File: config.mk
export PLATFORM = sky130hd
export DESIGN_NAME = morse_element_sequencer_core
export DESIGN_NICKNAME = d
export VERILOG_FILES = /design/src/hw/rtl/mes_pkg.sv /design/src/hw/rtl/morse_element_sequencer_core.sv /design/src/hw/rtl/mes_step.sv
export SDC_FILE = /design/constraint.sdc
export NUM_CORES = 1
export LEC_CHECK = 0
export ABC_CLOCK_PERIOD_IN_PS = 2600
export BUFFER_PORTS_ARGS = -buffer_cell sky130_fd_sc_hd__buf_2
export CORE_UTILIZATION = 46
export DETAILED_ROUTE_END_ITERATION = 10
export PLACE_DENSITY = 0.64
export SLEW_MARGIN = 0
export SYNTH_ARGS = -nofsm -noshare
export SYNTH_HDL_FRONTEND = slang
export SYNTH_SLANG_ARGS = --single-unit
File: constraint.sdc
create_clock -name clk -period 2.6 [get_ports clk]
set_input_delay 0.52 -clock clk [delete_from_list [all_inputs] [get_ports clk]]
set_output_delay 0.52 -clock clk [all_outputs]
set_load 0.02 [all_outputs]
File: src/hw/rtl/mes_pkg.sv
// Shared types, constants and helper functions of the Morse keyer.
`default_nettype none

package mes_pkg;

    localparam int CODE_W      = 8;
    localparam int CFG_INDEX_W = 1;
    localparam int CFG_DATA_W  = 8;
    localparam int RES_W       = 5;
    localparam int OUT_DATA_W  = 8;

    localparam logic [CFG_INDEX_W-1:0] CFG_ENABLE   = 1'd0;
    localparam logic [CFG_INDEX_W-1:0] CFG_END_CODE = 1'd1;

    localparam logic [CODE_W-1:0] END_CODE_RESET = 8'hFF;
    localparam logic [1:0]        DAH_UNITS      = 2'd3;
    localparam logic [1:0]        LETTER_UNITS   = 2'd2;

    typedef enum logic [2:0] {
        PH_IDLE   = 3'd0,
        PH_DIT    = 3'd1,
        PH_DAH    = 3'd2,
        PH_GAP    = 3'd3,
        PH_LETTER = 3'd4,
        PH_SPACE  = 3'd5
    } phase_t;

    typedef struct packed {
        phase_t              phase;
        logic [CODE_W-1:0]   bit_mask;
        logic [CODE_W-1:0]   held_code;
        logic [1:0]          unit_count;
        logic                tone;
    } keyer_state_t;

    typedef struct packed {
        logic restart_unit_timer;
        logic msg_end;
        logic idle;
        logic char_taken;
        logic tone_on;
    } keyer_result_t;

    localparam keyer_state_t STATE_CLEAR = '{
        phase:      PH_IDLE,
        bit_mask:   '0,
        held_code:  '0,
        unit_count: '0,
        tone:       1'b0
    };

    // Returns the single bit of the first zero below the leading ones,
    // or zero when the code is all ones.
    function automatic logic [CODE_W-1:0] marker_end(input logic [CODE_W-1:0] code);
        logic [CODE_W-1:0] mask;
        logic              found;
        mask  = '0;
        found = 1'b0;
        for (int i = CODE_W - 1; i >= 0; i--) begin
            if (!found && !code[i]) begin
                mask[i] = 1'b1;
                found   = 1'b1;
            end
        end
        return mask;
    endfunction

    // Steps to the element selected by mask; an empty mask enters the letter gap.
    function automatic keyer_state_t enter_element(input keyer_state_t s,
                                                   input logic [CODE_W-1:0] mask);
        keyer_state_t n;
        n            = s;
        n.unit_count = '0;
        n.bit_mask   = mask;
        if (mask == '0) begin
            n.held_code = '0;
            n.tone      = 1'b0;
            n.phase     = PH_LETTER;
        end
        else begin
            n.tone  = 1'b1;
            n.phase = ((mask & s.held_code) != '0) ? PH_DAH : PH_DIT;
        end
        return n;
    endfunction

endpackage

`default_nettype wire

File: src/hw/rtl/morse_element_sequencer_core.sv
// Top level of the Morse keyer: input register, state update and result register.
`default_nettype none

// The keyer takes one transfer per cycle unless the output side stalls, and
// returns one result transfer for each, via the input and result registers. A
// tick transfer (tuser 0) advances the keying by one Morse unit, and a code
// transfer (tuser 1) offers a character that is taken only while idle. Each
// item passes an input register, one step of next-state logic and a result
// register; the keyer state updates as the item moves into the result
// register, so throughput is limited only by the output handshake. The
// enable register must be written while no item is in flight; any write to it
// aborts the current character.
module morse_element_sequencer_core (
    input  wire logic                               clk,
    input  wire logic                               rst_n,
    input  wire logic                               cfg_we,
    input  wire logic [mes_pkg::CFG_INDEX_W-1:0]    cfg_index,
    input  wire logic [mes_pkg::CFG_DATA_W-1:0]     cfg_wdata,
    input  wire logic                               s_tvalid,
    output logic                                    s_tready,
    // char_code[7:0].
    input  wire logic [mes_pkg::CODE_W-1:0]         s_tdata,
    // func.
    input  wire logic                               s_tuser,
    output logic                                    m_tvalid,
    input  wire logic                               m_tready,
    // tone_on, char_taken, idle, msg_end, restart_unit_timer, zero padding.
    output logic [mes_pkg::OUT_DATA_W-1:0]          m_tdata
);

    logic                          enable_reg;
    logic [mes_pkg::CODE_W-1:0]    end_code_reg;
    mes_pkg::keyer_state_t         state_reg;
    mes_pkg::keyer_state_t         state_next;
    mes_pkg::keyer_result_t        result_next;
    mes_pkg::keyer_result_t        result_reg;
    logic                          in_valid_reg;
    logic                          in_func_reg;
    logic [mes_pkg::CODE_W-1:0]    in_code_reg;
    logic                          out_valid_reg;
    logic                          advance;

    assign advance  = !out_valid_reg || m_tready;
    assign s_tready = !in_valid_reg || advance;

    mes_step u_step (
        .enable    (enable_reg),
        .end_code  (end_code_reg),
        .cur       (state_reg),
        .func      (in_func_reg),
        .char_code (in_code_reg),
        .nxt       (state_next),
        .res       (result_next)
    );

    always_ff @(posedge clk or negedge rst_n)
    begin
        if (!rst_n) begin
            enable_reg    <= 1'b0;
            end_code_reg  <= mes_pkg::END_CODE_RESET;
            state_reg     <= mes_pkg::STATE_CLEAR;
            in_valid_reg  <= 1'b0;
            out_valid_reg <= 1'b0;
        end
        else begin
            if (s_tready) begin
                in_valid_reg <= s_tvalid;
            end
            if (advance) begin
                out_valid_reg <= in_valid_reg;
            end
            if (cfg_we && cfg_index == mes_pkg::CFG_ENABLE) begin
                enable_reg <= cfg_wdata[0];
                state_reg  <= mes_pkg::STATE_CLEAR;
            end
            else if (advance && in_valid_reg) begin
                state_reg <= state_next;
            end
            if (cfg_we && cfg_index == mes_pkg::CFG_END_CODE) begin
                end_code_reg <= cfg_wdata[mes_pkg::CODE_W-1:0];
            end
        end
    end

    always_ff @(posedge clk)
    begin
        if (s_tready && s_tvalid) begin
            in_func_reg <= s_tuser;
            in_code_reg <= s_tdata;
        end
        if (advance && in_valid_reg) begin
            result_reg <= result_next;
        end
    end

    assign m_tvalid = out_valid_reg;
    assign m_tdata  = {{(mes_pkg::OUT_DATA_W - mes_pkg::RES_W){1'b0}}, result_reg};

endmodule

`default_nettype wire

File: src/hw/rtl/mes_step.sv
// Next-state and result logic of the keyer for one transfer.
`default_nettype none

module mes_step (
    input  wire logic                          enable,
    input  wire logic [mes_pkg::CODE_W-1:0]    end_code,
    input  wire mes_pkg::keyer_state_t         cur,
    input  wire logic                          func,
    input  wire logic [mes_pkg::CODE_W-1:0]    char_code,
    output mes_pkg::keyer_state_t              nxt,
    output mes_pkg::keyer_result_t             res
);

    logic [1:0] unit_inc;
    mes_pkg::keyer_state_t loaded;

    assign unit_inc = cur.unit_count + 2'd1;

    always_comb
    begin
        loaded           = cur;
        loaded.held_code = char_code;
        nxt              = cur;
        if (enable)
        begin
            if (func)
            begin
                if (cur.phase == mes_pkg::PH_IDLE && char_code != end_code &&
                    char_code != '0)
                begin
                    if (!char_code[mes_pkg::CODE_W-1])
                    begin
                        nxt.held_code = char_code;
                        nxt.phase     = mes_pkg::PH_SPACE;
                    end
                    else
                    begin
                        nxt = mes_pkg::enter_element(loaded,
                                  mes_pkg::marker_end(char_code) >> 1);
                    end
                end
            end
            else
            begin
                unique case (cur.phase)
                    mes_pkg::PH_DIT:
                    begin
                        nxt.tone  = 1'b0;
                        nxt.phase = mes_pkg::PH_GAP;
                    end
                    mes_pkg::PH_DAH:
                    begin
                        nxt.unit_count = unit_inc;
                        if (unit_inc >= mes_pkg::DAH_UNITS)
                        begin
                            nxt.tone  = 1'b0;
                            nxt.phase = mes_pkg::PH_GAP;
                        end
                    end
                    mes_pkg::PH_GAP:
                    begin
                        nxt = mes_pkg::enter_element(cur, cur.bit_mask >> 1);
                    end
                    mes_pkg::PH_LETTER:
                    begin
                        nxt.unit_count = unit_inc;
                        if (unit_inc >= mes_pkg::LETTER_UNITS)
                        begin
                            nxt.phase = mes_pkg::PH_IDLE;
                        end
                    end
                    mes_pkg::PH_SPACE:
                    begin
                        if (cur.held_code == '0)
                        begin
                            nxt.phase = mes_pkg::PH_IDLE;
                        end
                        else
                        begin
                            nxt.held_code = cur.held_code - 8'd1;
                        end
                    end
                    default:
                    begin
                        nxt = cur;
                    end
                endcase
            end
        end
    end

    always_comb
    begin
        res = '0;
        if (enable)
        begin
            if (func && cur.phase == mes_pkg::PH_IDLE)
            begin
                if (char_code == end_code)
                begin
                    res.char_taken = 1'b1;
                    res.msg_end    = 1'b1;
                end
                else if (char_code != '0)
                begin
                    res.char_taken         = 1'b1;
                    res.restart_unit_timer = char_code[mes_pkg::CODE_W-1];
                end
            end
            res.tone_on = nxt.tone;
            res.idle    = (nxt.phase == mes_pkg::PH_IDLE);
        end
    end

endmodule

`default_nettype wire

==> metrics.csv <==
stage,metric,value,unit
synthesis,synth_cell_type_count,61,
clock_network,clk_latency,300,ps
synthesis,synth-seq-area-share,0.4577,
synthesis,synthSimpleGateAreaFrac,0.2018,
detailed_routing,ant_nets,0,
worst_setup_path,start_kind,flop,
detailed_routing,routed_via_density,5.753,
worst_hold_path,hold_class,input pin to async pin,
synthesis,async_flop_share,0.6889,
sta,tightest_slew,679.7,ps
finish,nNetsFinal,325,
power,power.switching,0.5704,mW
die,core_area,5507,sq um
sta,max_slew_margin,0.5427,
finish,areaGrowthSynthToFinish,13.30,%
finish,fillers,488,
die,start_util,0.4785,
clock_network,cts_buffers,5,
clock_network,cts-root-buf,clkbuf_8,
synthesis,yosys-mux-area-fraction,0.05935,
synthesis,postSynthCellCount,268,
worst_setup_path,path_cells,inv_1 > ha_1 > nor3b_1 > a21boi_0 > a31o_2 > a32o_2 > nor2_8 > mux2_4,
clock_network,cts_resized,0,
worst_setup_path,critPathMaxStageDelay,420,ps
global_routing,grt_use_total,0.2310,
synthesis,synth_ff_type,dfrtp_1,
worst_setup_path,crit_slowest_cell,dfrtp_1,
place,place_congestion,0.9358,
sta,finalHoldViolations,0,
worst_setup_path,cp.arrival,2500,ps
synthesis,synth_compound_area_frac,0.1980,
synthesis,ys_ff_latch,45,
finish,regArea,1206,sq um
die,ios,33,
power,comb_power_share,0.239,
global_routing,grt_pass1_wl,10.69,mm
synthesis,yosys_warnings,0,
sta,fin_crit_sh,0.8878,
clock_network,cts_max_path_buffers,2,
finish,layout-drive-gt1-share,0.2458,
power,pwr_density_cell,624.4,nW/um^2
worst_setup_path,r2r_cells,8,
synthesis,synth_enable_flop_cells,14,
sta,max_freq,0.4332,GHz
worst_setup_path,path_delay_family,compound AO/OA/AOI/OAI gates,
clock_network,cts_tree,done,
detailed_routing,drc,0,
clock_network,cts_num_sinks,45,
finish,multi_input_area,1316,sq um
global_routing,grt_pass1_vias,2184,
worst_setup_path,worstSetupPathType,flop to flop,
sta,fin_tns_setup,0,ps
die,die_w,77.69,microns
power,vdd_drop_max,390.2,uV
finish,largest_reg_flops,20,
worst_setup_path,endpoint_kind,flop,
die,fp.dieH,77.69,microns
sta,fin_crit,2308,ps
die,num_rows,27,
clock_network,cts_setup_buffers,0,
power,finalPower,1.864,mW
clock_network,clk_pin_slew,90,ps
worst_setup_path,worstReg2RegEnd,state_reg[4]$_DFFE_PN0P_,
power,pwr-share-clk,0.289,
global_routing,grt-ovfl-total,0,
detailed_routing,post_drt_wl_per_cell,16.70,microns
synthesis,synth_top_family_by_area,simple AND/OR/NAND/NOR gates,
synthesis,synthXorXnorAreaFrac,0.02659,
place,port-buffer-count,29,
power,p_seq_frac,0.472,
sta,finClkSkew,8.426,ps
sta,rsz0062_at_grt,false,
finish,utilization,0.5422,
run,drv_cap,0,
worst_setup_path,crit_fanout,9,
sta,setup_viol,0,
clock_network,htree_levels,2,
sta,final_max_slew_viol_count,0,
worst_setup_path,r2r_start,state_reg[3]$_DFFE_PN0P_,
worst_setup_path,crit_required,2790,ps
detailed_routing,dr.first_iter.drc_count,163,
clock_network,ctsHoldBuffers,0,
synthesis,netlist_area,2635,sq um
worst_setup_path,crit_buf_inv,1,
worst_setup_path,r2r_slack,290,ps
place,place_hpwl,4.670,mm
outcome,status,finished clean,
global_routing,grt_antenna_before_repair,0,
finish,num_antenna_cells,0,
synthesis,synth.avg_cell_area,9.832,sq um
power,p_sw_frac,0.3060,
synthesis,synth_fa_ha_area_frac,0.009497,
global_routing,grt_start_max_net_pins,32,
detailed_routing,drt_first_pass_iters,4,
power,p_int,1.294,mW
detailed_routing,routed_wl,6.229,mm
power,leakage,1.227,nW
die,die_area,6035,sq um
detailed_routing,vias,2146,
-- layer usage --
layer / share of wire / track usage / wire length, microns / vias to the layer above
met2: 0.47 / 0.3788 / 2955 / 74
li1: - / - / - / 1050
met4: 0.010 / 0.07547 / 63 / 0
met5: 0 / 0 / 0 / -
met1: 0.45 / 0.3023 / 2777 / 1016
met3: 0.070 / 0.05059 / 433 / 6
-- layout by cell type, fill, tap and decap left out, drive strengths merged, types with 5 or more instances in the layout --
master,count
nor3,5
nand3,7
o21ai,16
o2bb2ai,7
and3,6
clkbuf,5
nor2b,6
xnor2,8
mux2,10
inv,10
dfstp,8
a21oi,17
edfxtp,14
buf,39
nor2,17
nand2,22
and2,5
nand2b,6
dfrtp,23
a22oi,6
-- area by class of cell --
class | count | area share
Tap cell | 72 | 0.03018
Multi-Input combinational cell | 199 | 0.4409
Inverter | 10 | 0.01257
Clock inverter | 3 | 0.01551
Timing Repair Buffer | 39 | 0.07376
Clock buffer | 5 | 0.02305
Sequential cell | 45 | 0.4040
-- metrics by stage --
stage                     worst slack, ps  area, sq um  hold slack [ps]  instances
after floorplan                     309.0         2643            224.4        270
after global placement              343.2         2870            483.6        365
after detailed placement            315.2         2870            484.1        365
after CTS                           291.2         2985            276.2        373
after global routing                173.6         2985            327.1        373
final                               291.6         2985            245.5        373
-- worst reg2reg max path, stage by stage, from the launching register on --
cell and delay, ps:
dfrtp_1 420, inv_1 130, ha_1 190, nor3b_1 270, a21boi_0 170, a31o_2 250
a32o_2 320, nor2_8 150, mux2_4 310
-- kinds of logic after synthesis --
family	after synthesis
AOI/OAI and AO/OA	76
adders and majority gates	2
other	1
muxes	14
xor gates and xnor gates	8
DFF	45
buffers and inverters	26
and+or+nand+nor	96
-- power by group through the flow --
stage | registers [mW] | logic [mW] | clock network [mW]
finish | 0.880 | 0.446 | 0.538
CTS | 0.879 | 0.444 | 0.551
detailed placement | 0.894 | 0.441 | 0
global route | 0.892 | 0.491 | 0.573
floorplan | 0.868 | 0.326 | 0
global placement | 0.892 | 0.438 | 0
-- cells in the mapped netlist (4+ instances only) --
cell | instances | share of area
a22oi_1 | 6 | 0.017
inv_1 | 10 | 0.014
nor3_1 | 4 | 0.0076
nor2b_1 | 6 | 0.014
dfrtp_1 | 23 | 0.22
and2_1 | 5 | 0.012
a21oi_1 | 17 | 0.032
nor4_1 | 4 | 0.0095
mux2_2 | 9 | 0.038
xnor2_1 | 8 | 0.027
dfstp_2 | 8 | 0.080
clkbuf_1 | 9 | 0.013
and3_1 | 6 | 0.014
nand2b_1 | 6 | 0.014
nand3_1 | 7 | 0.013
edfxtp_1 | 14 | 0.16
nor2_1 | 16 | 0.023
o2bb2ai_1 | 7 | 0.023
mux2i_1 | 4 | 0.015
o21ai_0 | 13 | 0.025
nand2_1 | 22 | 0.031
-- worst max-delay path by stage --
| stage | cells after the start | slack (ps) | startpoint | to |
|---|---|---|---|---|
| final | 8 | 290 | state_reg[3]$_DFFE_PN0P_ | state_reg[4]$_DFFE_PN0P_ |
| after global routing | 8 | 170 | state_reg[3]$_DFFE_PN0P_ | state_reg[4]$_DFFE_PN0P_ |
| after CTS | 6 | 290 | in_code_reg[0]$_DFFE_PP_ | state_reg[4]$_DFFE_PN0P_ |
| after detailed placement | 6 | 320 | in_code_reg[4]$_DFFE_PP_ | state_reg[4]$_DFFE_PN0P_ |
| after global placement | 6 | 340 | in_code_reg[4]$_DFFE_PP_ | state_reg[4]$_DFFE_PN0P_ |
| after floorplan | 8 | 310 | state_reg[3]$_DFFE_PN0P_ | state_reg[4]$_DFFE_PN0P_ |
(Power assumes the default switching activity.)
